==> src/rtl/core/cfe_pkg.sv <==
// Shared types and constants for the command frame encoder.
// Depends on nothing; used by every module of the block.
package cfe_pkg;

    localparam logic [7:0] PREAMBLE_BYTE  = 8'h00;
    localparam logic [7:0] START_CODE_A   = 8'h00;
    localparam logic [7:0] START_CODE_B   = 8'hFF;
    localparam logic [7:0] POSTAMBLE_BYTE = 8'h00;
    localparam logic [7:0] DIR_HOST       = 8'hD4;
    localparam logic [7:0] MAX_CMD_LEN    = 8'd254;

    localparam int QDEPTH = 4;
    localparam int QPTR_W = $clog2(QDEPTH);
    localparam int QCNT_W = $clog2(QDEPTH + 1);

    typedef struct packed {
        logic [7:0] cmd_byte;
        logic [7:0] cmd_length;
    } cmd_item_t;

    typedef struct packed {
        logic [7:0] frame_byte;
        logic       run_last;
        logic       frame_last;
    } frame_item_t;

    typedef struct packed {
        logic       hdr;
        logic [7:0] lenf;
        logic [7:0] data;
        logic       tail;
        logic [7:0] dcs;
    } desc_t;

endpackage

==> src/rtl/core/cfe_front.sv <==
// Front end: accepts command bytes, tracks frame state and builds descriptors.
// Depends on cfe_pkg.
module cfe_front (
    input  logic              clk,
    input  logic              rst_n,
    input  logic              cmd_valid,
    input  cfe_pkg::cmd_item_t cmd_data,
    output logic              cmd_stall,
    input  logic              q_full,
    output logic              push,
    output cfe_pkg::desc_t    push_desc
);
    import cfe_pkg::*;

    logic       in_frame_reg, in_frame_next;
    logic [7:0] bytes_left_reg, bytes_left_next;
    logic [7:0] data_sum_reg, data_sum_next;
    logic [7:0] len_sat, left_cur, left_new, sum_cur, sum_new, chk_base;
    logic       start, tail;

    always_comb
    begin
        if (cmd_data.cmd_length > MAX_CMD_LEN)
            len_sat = MAX_CMD_LEN;
        else if (cmd_data.cmd_length == 8'd0)
            len_sat = 8'd1;
        else
            len_sat = cmd_data.cmd_length;
        start    = !in_frame_reg;
        left_cur = start ? len_sat : bytes_left_reg;
        sum_cur  = start ? 8'd0 : data_sum_reg;
        sum_new  = sum_cur + cmd_data.cmd_byte;
        left_new = left_cur - 8'd1;
        tail     = (left_new == 8'd0);
        chk_base = DIR_HOST + sum_new;
    end

    assign cmd_stall = q_full;
    assign push      = cmd_valid && !q_full;

    always_comb
    begin
        push_desc.hdr  = start;
        push_desc.lenf = len_sat + 8'd1;
        push_desc.data = cmd_data.cmd_byte;
        push_desc.tail = tail;
        push_desc.dcs  = 8'd0 - chk_base;
    end

    always_comb
    begin
        in_frame_next   = in_frame_reg;
        bytes_left_next = bytes_left_reg;
        data_sum_next   = data_sum_reg;
        if (push)
        begin
            in_frame_next   = !tail;
            bytes_left_next = left_new;
            data_sum_next   = tail ? 8'd0 : sum_new;
        end
    end

    always_ff @(posedge clk or negedge rst_n)
    begin
        if (!rst_n)
        begin
            in_frame_reg   <= 1'b0;
            bytes_left_reg <= 8'd0;
            data_sum_reg   <= 8'd0;
        end
        else
        begin
            in_frame_reg   <= in_frame_next;
            bytes_left_reg <= bytes_left_next;
            data_sum_reg   <= data_sum_next;
        end
    end

endmodule

==> src/rtl/core/cfe_fifo.sv <==
// Short descriptor queue between the front end and the byte sequencer.
// Depends on cfe_pkg.
module cfe_fifo (
    input  logic           clk,
    input  logic           rst_n,
    input  logic           push,
    input  cfe_pkg::desc_t push_desc,
    output logic           full,
    input  logic           pop,
    output logic           head_valid,
    output cfe_pkg::desc_t head_desc
);
    import cfe_pkg::*;

    desc_t              entries_reg [QDEPTH];
    logic [QPTR_W-1:0]  wr_ptr_reg, wr_ptr_next;
    logic [QPTR_W-1:0]  rd_ptr_reg, rd_ptr_next;
    logic [QCNT_W-1:0]  count_reg, count_next;
    logic               do_pop;

    assign full       = (count_reg == QCNT_W'(QDEPTH));
    assign head_valid = (count_reg != '0);
    assign head_desc  = entries_reg[rd_ptr_reg];
    assign do_pop     = pop && head_valid;

    always_comb
    begin
        wr_ptr_next = push ? wr_ptr_reg + 1'b1 : wr_ptr_reg;
        rd_ptr_next = do_pop ? rd_ptr_reg + 1'b1 : rd_ptr_reg;
        count_next  = count_reg;
        if (push && !do_pop)
            count_next = count_reg + 1'b1;
        else if (do_pop && !push)
            count_next = count_reg - 1'b1;
    end

    always_ff @(posedge clk)
    begin
        if (push)
            entries_reg[wr_ptr_reg] <= push_desc;
    end

    always_ff @(posedge clk or negedge rst_n)
    begin
        if (!rst_n)
        begin
            wr_ptr_reg <= '0;
            rd_ptr_reg <= '0;
            count_reg  <= '0;
        end
        else
        begin
            wr_ptr_reg <= wr_ptr_next;
            rd_ptr_reg <= rd_ptr_next;
            count_reg  <= count_next;
        end
    end

endmodule

==> src/rtl/core/cfe_back.sv <==
// Back end: walks each descriptor through header, data and trailer bytes.
// Depends on cfe_pkg; drives the registered output word.
module cfe_back (
    input  logic                 clk,
    input  logic                 rst_n,
    input  logic                 head_valid,
    input  cfe_pkg::desc_t       head_desc,
    output logic                 pop,
    output logic                 frame_valid,
    output cfe_pkg::frame_item_t frame_data,
    input  logic                 frame_stall
);
    import cfe_pkg::*;

    localparam logic [3:0] STEP_PRE     = 4'd0;
    localparam logic [3:0] STEP_START_A = 4'd1;
    localparam logic [3:0] STEP_START_B = 4'd2;
    localparam logic [3:0] STEP_LEN     = 4'd3;
    localparam logic [3:0] STEP_LCS     = 4'd4;
    localparam logic [3:0] STEP_DIR     = 4'd5;
    localparam logic [3:0] STEP_DATA    = 4'd6;
    localparam logic [3:0] STEP_DCS     = 4'd7;
    localparam logic [3:0] STEP_POST    = 4'd8;

    logic        busy_reg, busy_next;
    logic [3:0]  step_reg, step_next;
    logic        out_valid_reg, out_valid_next;
    frame_item_t out_reg, out_next;
    logic [3:0]  cur_step;
    logic        load_ok, emit, item_done;
    logic [7:0]  sel_byte;

    assign load_ok   = !out_valid_reg || !frame_stall;
    assign emit      = head_valid && load_ok;
    assign cur_step  = busy_reg ? step_reg : (head_desc.hdr ? STEP_PRE : STEP_DATA);
    assign item_done = ((cur_step == STEP_DATA) && !head_desc.tail)
                       || (cur_step == STEP_POST);
    assign pop       = emit && item_done;

    always_comb
    begin
        unique case (cur_step) inside
            STEP_PRE, STEP_START_A, STEP_POST: sel_byte = PREAMBLE_BYTE;
            STEP_START_B: sel_byte = START_CODE_B;
            STEP_LEN:     sel_byte = head_desc.lenf;
            STEP_LCS:     sel_byte = 8'd0 - head_desc.lenf;
            STEP_DIR:     sel_byte = DIR_HOST;
            STEP_DATA:    sel_byte = head_desc.data;
            STEP_DCS:     sel_byte = head_desc.dcs;
            default:      sel_byte = POSTAMBLE_BYTE;
        endcase
    end

    always_comb
    begin
        busy_next      = busy_reg;
        step_next      = step_reg;
        out_valid_next = out_valid_reg;
        out_next       = out_reg;
        if (load_ok)
            out_valid_next = emit;
        if (emit)
        begin
            out_next.frame_byte = sel_byte;
            out_next.run_last   = item_done;
            out_next.frame_last = (cur_step == STEP_POST);
            busy_next           = !item_done;
            step_next           = cur_step + 4'd1;
        end
    end

    always_ff @(posedge clk)
    begin
        out_reg <= out_next;
    end

    always_ff @(posedge clk or negedge rst_n)
    begin
        if (!rst_n)
        begin
            busy_reg      <= 1'b0;
            step_reg      <= STEP_PRE;
            out_valid_reg <= 1'b0;
        end
        else
        begin
            busy_reg      <= busy_next;
            step_reg      <= step_next;
            out_valid_reg <= out_valid_next;
        end
    end

    assign frame_valid = out_valid_reg;
    assign frame_data  = out_reg;

endmodule

==> src/rtl/core/command_frame_encoder.sv <==
// Top level of the command frame encoder: front end, queue and byte sequencer.
// Depends on cfe_pkg, cfe_front, cfe_fifo and cfe_back.
//
//   channel   direction   word           handshake
//   cmd       in          cmd_item_t     cmd_valid / cmd_stall
//   frame     out         frame_item_t   frame_valid / frame_stall
//
// Each command byte yields a data byte, with preamble, start codes, length,
// length checksum and direction ahead of a frame's first and data checksum and
// postamble after its last; meanwhile the front end fills the four-entry queue.
// Reset is asynchronous and clears all frame state and the queue.
// cmd_stall rises only while the queue is full; frame_stall freezes the output.
module command_frame_encoder (
    input  logic                 clk,
    input  logic                 rst_n,
    input  logic                 cmd_valid,
    input  cfe_pkg::cmd_item_t   cmd_data,
    output logic                 cmd_stall,
    output logic                 frame_valid,
    output cfe_pkg::frame_item_t frame_data,
    input  logic                 frame_stall
);
    import cfe_pkg::*;

    logic  push, q_full, pop, head_valid;
    desc_t push_desc, head_desc;

    cfe_front u_front (
        .clk       (clk),
        .rst_n     (rst_n),
        .cmd_valid (cmd_valid),
        .cmd_data  (cmd_data),
        .cmd_stall (cmd_stall),
        .q_full    (q_full),
        .push      (push),
        .push_desc (push_desc)
    );

    cfe_fifo u_fifo (
        .clk        (clk),
        .rst_n      (rst_n),
        .push       (push),
        .push_desc  (push_desc),
        .full       (q_full),
        .pop        (pop),
        .head_valid (head_valid),
        .head_desc  (head_desc)
    );

    cfe_back u_back (
        .clk         (clk),
        .rst_n       (rst_n),
        .head_valid  (head_valid),
        .head_desc   (head_desc),
        .pop         (pop),
        .frame_valid (frame_valid),
        .frame_data  (frame_data),
        .frame_stall (frame_stall)
    );

endmodule

==> config.mk <==
export PLATFORM = sky130hd
export DESIGN_NAME = command_frame_encoder
export DESIGN_NICKNAME = d
export VERILOG_FILES = /design/src/rtl/core/cfe_pkg.sv /design/src/rtl/core/cfe_front.sv /design/src/rtl/core/cfe_fifo.sv /design/src/rtl/core/cfe_back.sv /design/src/rtl/core/command_frame_encoder.sv
export SDC_FILE = /design/constraint.sdc
export NUM_CORES = 1
export LEC_CHECK = 0
export ABC_AREA = 0
export ABC_CLOCK_PERIOD_IN_PS = 4050
export BUFFER_PORTS_ARGS = -buffer_cell sky130_fd_sc_hd__buf_2
export CAP_MARGIN = 10
export CORE_MARGIN = 1.5
export CORE_UTILIZATION = 45
export DETAILED_ROUTE_END_ITERATION = 16
export GPL_TIMING_DRIVEN = 0
export PLACE_DENSITY = 0.73
export SKIP_CTS_REPAIR_TIMING = 1
export SYNTH_ARGS = -nofsm -noshare
export SYNTH_HDL_FRONTEND = slang
export SYNTH_SLANG_ARGS = --single-unit
export TNS_END_PERCENT = 10
==> constraint.sdc <==
create_clock -name clk -period 4.05 [get_ports clk]
set_input_delay 0.405 -clock clk [delete_from_list [all_inputs] [get_ports clk]]
set_output_delay 0.405 -clock clk [all_outputs]
set_load 0.1 [all_outputs]
; Word-level counts from Yosys, hierarchy flattened
; Memories as Yosys holds them, arrays and structs flattened.
; Cells that the tools add are included.
[classes]
order_cmp = 1
n_eq_ne = 8
n_mux = 12
add_sub_neg = 11
n_reduce_logical = 22
[op_table]
columns = operator, n
row1 = $pmux W8 S6, 1
row2 = $mux W8, 5
row3 = $eq A4 B3 Y1 const B, 4
row4 = $logic_not A8 Y1, 2
row5 = $sub A1 B8 Y8 const A, 2
row6 = $logic_not A1 Y1, 9
row7 = $mux W3, 3
row8 = $add A8 B1 Y8 const B, 1
row9 = $add A8 B8 Y8, 1
row10 = $add A8 B8 Y8 const A, 1
row11 = $eq A4 B2 Y1 const B, 2
row12 = $gt A8 B8 Y1 const B, 1
row13 = $sub A8 B1 Y8 const B, 1
row14 = $logic_and A1 B1 Y1, 7
row15 = $add A2 B1 Y2 const B, 2
row16 = $add A4 B1 Y4 const B, 1
row17 = $eq A4 B4 Y1 const B, 1
row18 = $mux W4, 1
row19 = $add A3 B1 Y3 const B, 1
row20 = $eq A3 B3 Y1 const B, 1
row21 = $reduce_bool A3 Y1, 1
row22 = $sub A3 B1 Y3 const B, 1
row23 = $logic_or A1 B1 Y1, 2
row24 = $mux W1, 2
row25 = $reduce_bool A2 Y1, 1
[totals]
word_cells = 67
mem_count = 1
ramBits = 104
in_bits = 20
reg_bits = 40
out_inout_bits = 12
[memory_table]
columns = name, words, width, read_ports, rd_clocked_by_memory_dff, write_ports, line
row1 = u_fifo.entries_reg, 4, 26, 1, 0, 1, cfe_fifo.sv:15  ; desc_t entries_reg [QDEPTH];

; Logic depth before layout (Yosys ltp)
; An unclocked memory read counts as a cell.
[logic_depth]
word_depth = 11
ltp_mapped = 15
depth_no_buf = 14

; By module
; Synthesis repeated with hierarchy kept, for this count alone.
[hier_totals]
cells_unflattened = 509
hier_area_um2 = 7146.9
[by_module_without_submodules]
columns = module, seq_area_each_um2, area_each_um2, instances, cells_each
row1 = cfe_fifo, 3298.2, 4197.8, 1, 170
row2 = cfe_front, 425.4, 1770.4, 1, 220
row3 = cfe_back, 450.4, 1178.6, 1, 119

; Worst setup path before layout
; Ideal clock, no wire load.
[synth_path]
path_type = register to register
startpoint = reg u_fifo.count_reg[0]
endpoint = reg u_fifo.count_reg[1]
n_path_buf = 1
setup_slack_ns = -0.315
t_required_ns = 3.925
t_arrival_ns = 4.240
synth_period_minus_slack_ns = 4.365
stages_incl_launch_ff = 9
setup_ns = 0.125
path_cell_list = dfrtp_1 > nor3b_1 > nand2b_1 > inv_1 > clkbuf_1 > ha_1 > inv_1 > fa_1 > mux2_2
[synth_via]
elab_cells_between_ends = 16
classes_between = add/sub (2) / eq/ne (1) / mux (2) / reduce/logical (11)
[synth_rtl]
columns = element, line
row1 = from (decl), cfe_fifo.sv:18  ; logic [QCNT_W-1:0] count_reg, count_next;
row2 = from (signal assigned), cfe_fifo.sv:55  ; count_reg <= count_next;
row3 = $eq A3 B3 Y1, cfe_fifo.sv:21  ; assign full = (count_reg == QCNT_W'(QDEPTH));
row4 = named net cmd_stall, command_frame_encoder.sv:18  ; output logic cmd_stall,
row5 = $logic_not A1 Y1, cfe_front.sv:39  ; assign push = cmd_valid && !q_full;
row6 = $logic_and A1 B1 Y1, cfe_front.sv:39
row7 = named net push, command_frame_encoder.sv:25  ; logic push, q_full, pop, head_valid;
row8 = $logic_and A1 B1 Y1, cfe_fifo.sv:31  ; if (push && !do_pop)
row9 = $mux W3, cfe_fifo.sv:31
row10 = named net u_fifo.count_next[1], cfe_fifo.sv:18
; The timed path passes the listed nets, and every way through them passes these cells. The select of a mux whose other input is x is not followed.
; A chain may end at the register's enable or synchronous reset.

; Worst setup path after layout
[layout_path]
startpoint = reg u_fifo.rd_ptr_reg[0]
endpoint = reg u_fifo.count_reg[1]
[layout_via]
elab_chain_len = 11
elab_cells_between_ends = 15
classes_between = eq/ne (2) / mux (3) / reduce/logical (9) / memory (1)
[layout_rtl]
columns = element, line
row1 = from (decl), cfe_fifo.sv:17  ; logic [QPTR_W-1:0] rd_ptr_reg, rd_ptr_next;
row2 = from (signal assigned), cfe_fifo.sv:54  ; rd_ptr_reg <= rd_ptr_next;
row3 = $mem_v2 Z4 W26 *, -
row4 = $mux W3, cfe_back.sv:35  ; assign cur_step = busy_reg ? step_reg : (head_desc.hdr ? STEP_PRE : STEP_DATA);
row5 = $mux W4, cfe_back.sv:35
row6 = $eq A4 B3 Y1, cfe_back.sv:36  ; assign item_done = ((cur_step == STEP_DATA) && !head_desc.tail)
row7 = $logic_and A1 B1 Y1, cfe_back.sv:36
row8 = $logic_or A1 B1 Y1 *, cfe_back.sv:37  ; || (cur_step == STEP_POST);
row9 = named net u_back.item_done, cfe_back.sv:30  ; logic load_ok, emit, item_done;
row10 = $logic_and A1 B1 Y1 *, cfe_back.sv:38  ; assign pop = emit && item_done;
row11 = $logic_and A1 B1 Y1 *, cfe_fifo.sv:24  ; assign do_pop = pop && head_valid;
row12 = $logic_not A1 Y1 *, cfe_fifo.sv:31
row13 = $logic_and A1 B1 Y1 *, cfe_fifo.sv:31
row14 = $mux W3 *, cfe_fifo.sv:31
row15 = named net u_fifo.count_next[1], cfe_fifo.sv:18
; The timed path passes the listed nets; every way through them passes the cells marked *.

==> qor.yml <==
run_status:
  status: "finished clean"
floorplanning:
  die_area_um2: 16000
  die_h_um: 126
  io_pins: 32
  start_util: 0.467
  placementRows: 44
  die_w_um: 126
  core_region_area_um2: 14700
yosys:
  syn_area_um2: 6860
  yosys.area.top_type: "edfxtp_1"
  synth.ff_latch_count: 144
  synth_ff_type: "edfxtp_1"
  synth.most_common_cell: "edfxtp_1"
  synthArstFlopShare: 0.208
  synth_edf_count: 114
  syn-num-nets: 537
  syn_inst: 494
  synth_area_leaders: "edfxtp_1 50%, dfrtp_1 11%, mux4_2 7.2%, ha_1 3.8%, mux2i_1 2.5%"
  avgSynthCellArea_um2: 13.9
  ys_warn_count: 0
  netlist-cell-type-count: 55
  ys_seq_area_frac: 0.609
  synth_common_cells: "114 x edfxtp_1, 41 x nand2_1, 30 x dfrtp_1"
  synth_top_area_share: 0.499
timing:
  hold_viol_final: 0
  worst_pin_slew_ns: 0.801
  final_max_slew_viol_count: 0
  skew_ns: 0.00819
  holdWs_ns: 0.0521
  max_slew_margin: 0.464
  fmax_mhz: 261
  setup-violations-final: 0
  period_share: 0.945
  min_period_ns: 3.83
  rsz0062_at_grt: "true"
grt:
  antenna_found_initial: 0
  grt_overflow_total: 0
  grt_max_degree: 31
  grt_pass1_vias: 4249
  grt_pass1_wl_mm: 23.2
  grt_usage: 0.193
setup_path:
  cpPeakStageDelay_ns: 0.61
  crit_arrival_ns: 4.13
  crit_required_ns: 4.35
  cp_max_fo: 10
  r2r_cells: 12
  worstSetupStartpointType: "flop"
  setup.worst_path.end_class: "flop"
  path_cells: "mux4_2 -> nor2b_1 -> a21oi_1 -> ha_1 -> clkbuf_1 -> nand2_1 -> o21bai_2 -> nand2_1 -> ha_1 -> inv_1 -> fa_1 -> mux2_2"
  crit_type: "flop to flop"
  cp_slowest_cell: "mux4_2"
power_and_ir_drop:
  seqPwrFrac: 0.360
  p_int_mw: 4.27
  p_sw_frac: 0.397
  leakage_nw: 2.97
  netSwitchingPower_mw: 2.81
  comb_power_share: 0.431
  vdd_drop_max_uv: 399
  p_per_area_nw_per_um2: 897
  clkPwrFrac: 0.209
route:
  vias: 4218
  wl_per_cell_um: 19.6
  firstDrtPassIters: 5
  antenna_left: 0
  drcViolationCount: 0
  wirelength_mm: 14.5
  viasPerCell: 5.72
  drt_iter0_markers: 341
clock_network:
  htree_levels: 4
  cts_tree: "yes"
  cts.reportedPaths.clkPinSlew_ns: 0.05
  clock_path_buffers: 2
  clock-sinks: 144
  insertion_delay_ns: 0.42
  cts-root-buf: "clkbuf_16"
  cts_buffers: 17
cells_and_area:
  design_area_um2: 7890
  drive_above_1_share: 0.190
  nNetsFinal: 583
  seq_area_um2: 4180
  multi_input_area_um2: 2500
  utilization: 0.537
  area_growth_pct: 15.1
  n_antenna_cell: 0
  fill_cells: 1185
  largest_reg_flops: 104
min_path:
  min_path_type: "input pin to asynchronous set/reset pin"
placed_design:
  gp_congestion: 0.939
  place_area_um2: 7330
  hpwl_mm: 10.2
  port_buffers: 26
flow_run:
  maxCapViolCount: 0
==> logic make-up after synthesis <==
kind of cell | share of synthesized area
buffers and inverters | 0.0277
AND/OR/NAND/NOR | 0.0925
adder cells (fa/ha/maj) | 0.0442
flip-flops | 0.609
AO/OA/AOI/OAI | 0.0741
XOR/XNOR | 0.0460
multiplexers | 0.107
==> placed cells by master (no fill, tap or decap), types with 6 or more instances in the layout <==
cell type / count
nand2_1: 41
nand3_1: 15
mux4_2: 22
o31ai_1: 7
clkbuf_1: 13
o21ai_0: 18
mux2i_1: 17
nor3_1: 11
mux2_2: 6
xor2_1: 19
buf_2: 34
edfxtp_1: 114
a21oi_1: 19
clkbuf_16: 17
and2_1: 13
xnor2_1: 17
dfrtp_1: 29
ha_1: 21
inv_1: 23
nor2_1: 13
==> metrics by stage <==
step           std cells  power (mW)  TNS (ns)  worst slack [ns]
6_report             737        7.08         0             0.223
5_1_grt              737        7.47   -0.0369           -0.0369
4_1_cts              740        7.13    -0.112            -0.112
3_5_place_dp         708        5.62   -0.0905           -0.0905
3_3_place_gp         704        5.42         0            0.0841
2_1_floorplan        494        4.78         0             0.580
==> final timing paths <==
kind / slack (ns) / endpoint / startpoint
min reg2reg: 0.48 / u_front.data_sum_reg[2] / u_front.data_sum_reg[2]
max in group asynchronous: 3.46 / u_fifo.rd_ptr_reg[1] / rst_n
max: 0.22 / u_fifo.count_reg[1] / u_fifo.rd_ptr_reg[0]
min: 0.05 / u_fifo.rd_ptr_reg[0] / rst_n
min in group clk: 0.20 / u_back.frame_valid / frame_stall
max reg2reg: 0.22 / u_fifo.count_reg[1] / u_fifo.rd_ptr_reg[0]
==> power by group through the flow <==
stage | registers (mW) | clock network [mW] | logic [mW]
2_1_floorplan | 2.87 | 0 | 1.91
3_3_place_gp | 2.51 | 0 | 2.91
3_5_place_dp | 2.54 | 0 | 3.08
4_1_cts | 2.52 | 1.51 | 3.10
5_1_grt | 2.60 | 1.57 | 3.30
6_report | 2.55 | 1.48 | 3.05
==> layout make-up <==
cell class	count	share of cell area
plain buffers	20	0.0117
inverters	23	0.0109
clock buffers	21	0.0583
multi-input cells	304	0.317
well taps	184	0.0292
flip-flops and latches	144	0.529
repair buffers	30	0.0304
clock inverters	11	0.0133
==> layer usage <==
layer  GRT usage  vias up  share of wire
li1            -     1965              -
met3      0.0451       17          0.044
met1       0.259     2126           0.46
met4      0.0629        0          0.012
met2       0.313      110           0.49
met5           0        -              0
==> worst max-delay path: cells and delay by family (launching register included) <==
kind                     cells  cell delay, ns
multiplexers                 2            0.87
buffers and inverters        2            0.42
flip-flops                   1            0.51
adder cells (fa/ha/maj)      3            0.84
AO/OA/AOI/OAI                2            0.51
AND/OR/NAND/NOR              3            0.57
No activity file was read; power rests on OpenSTA's default activity.
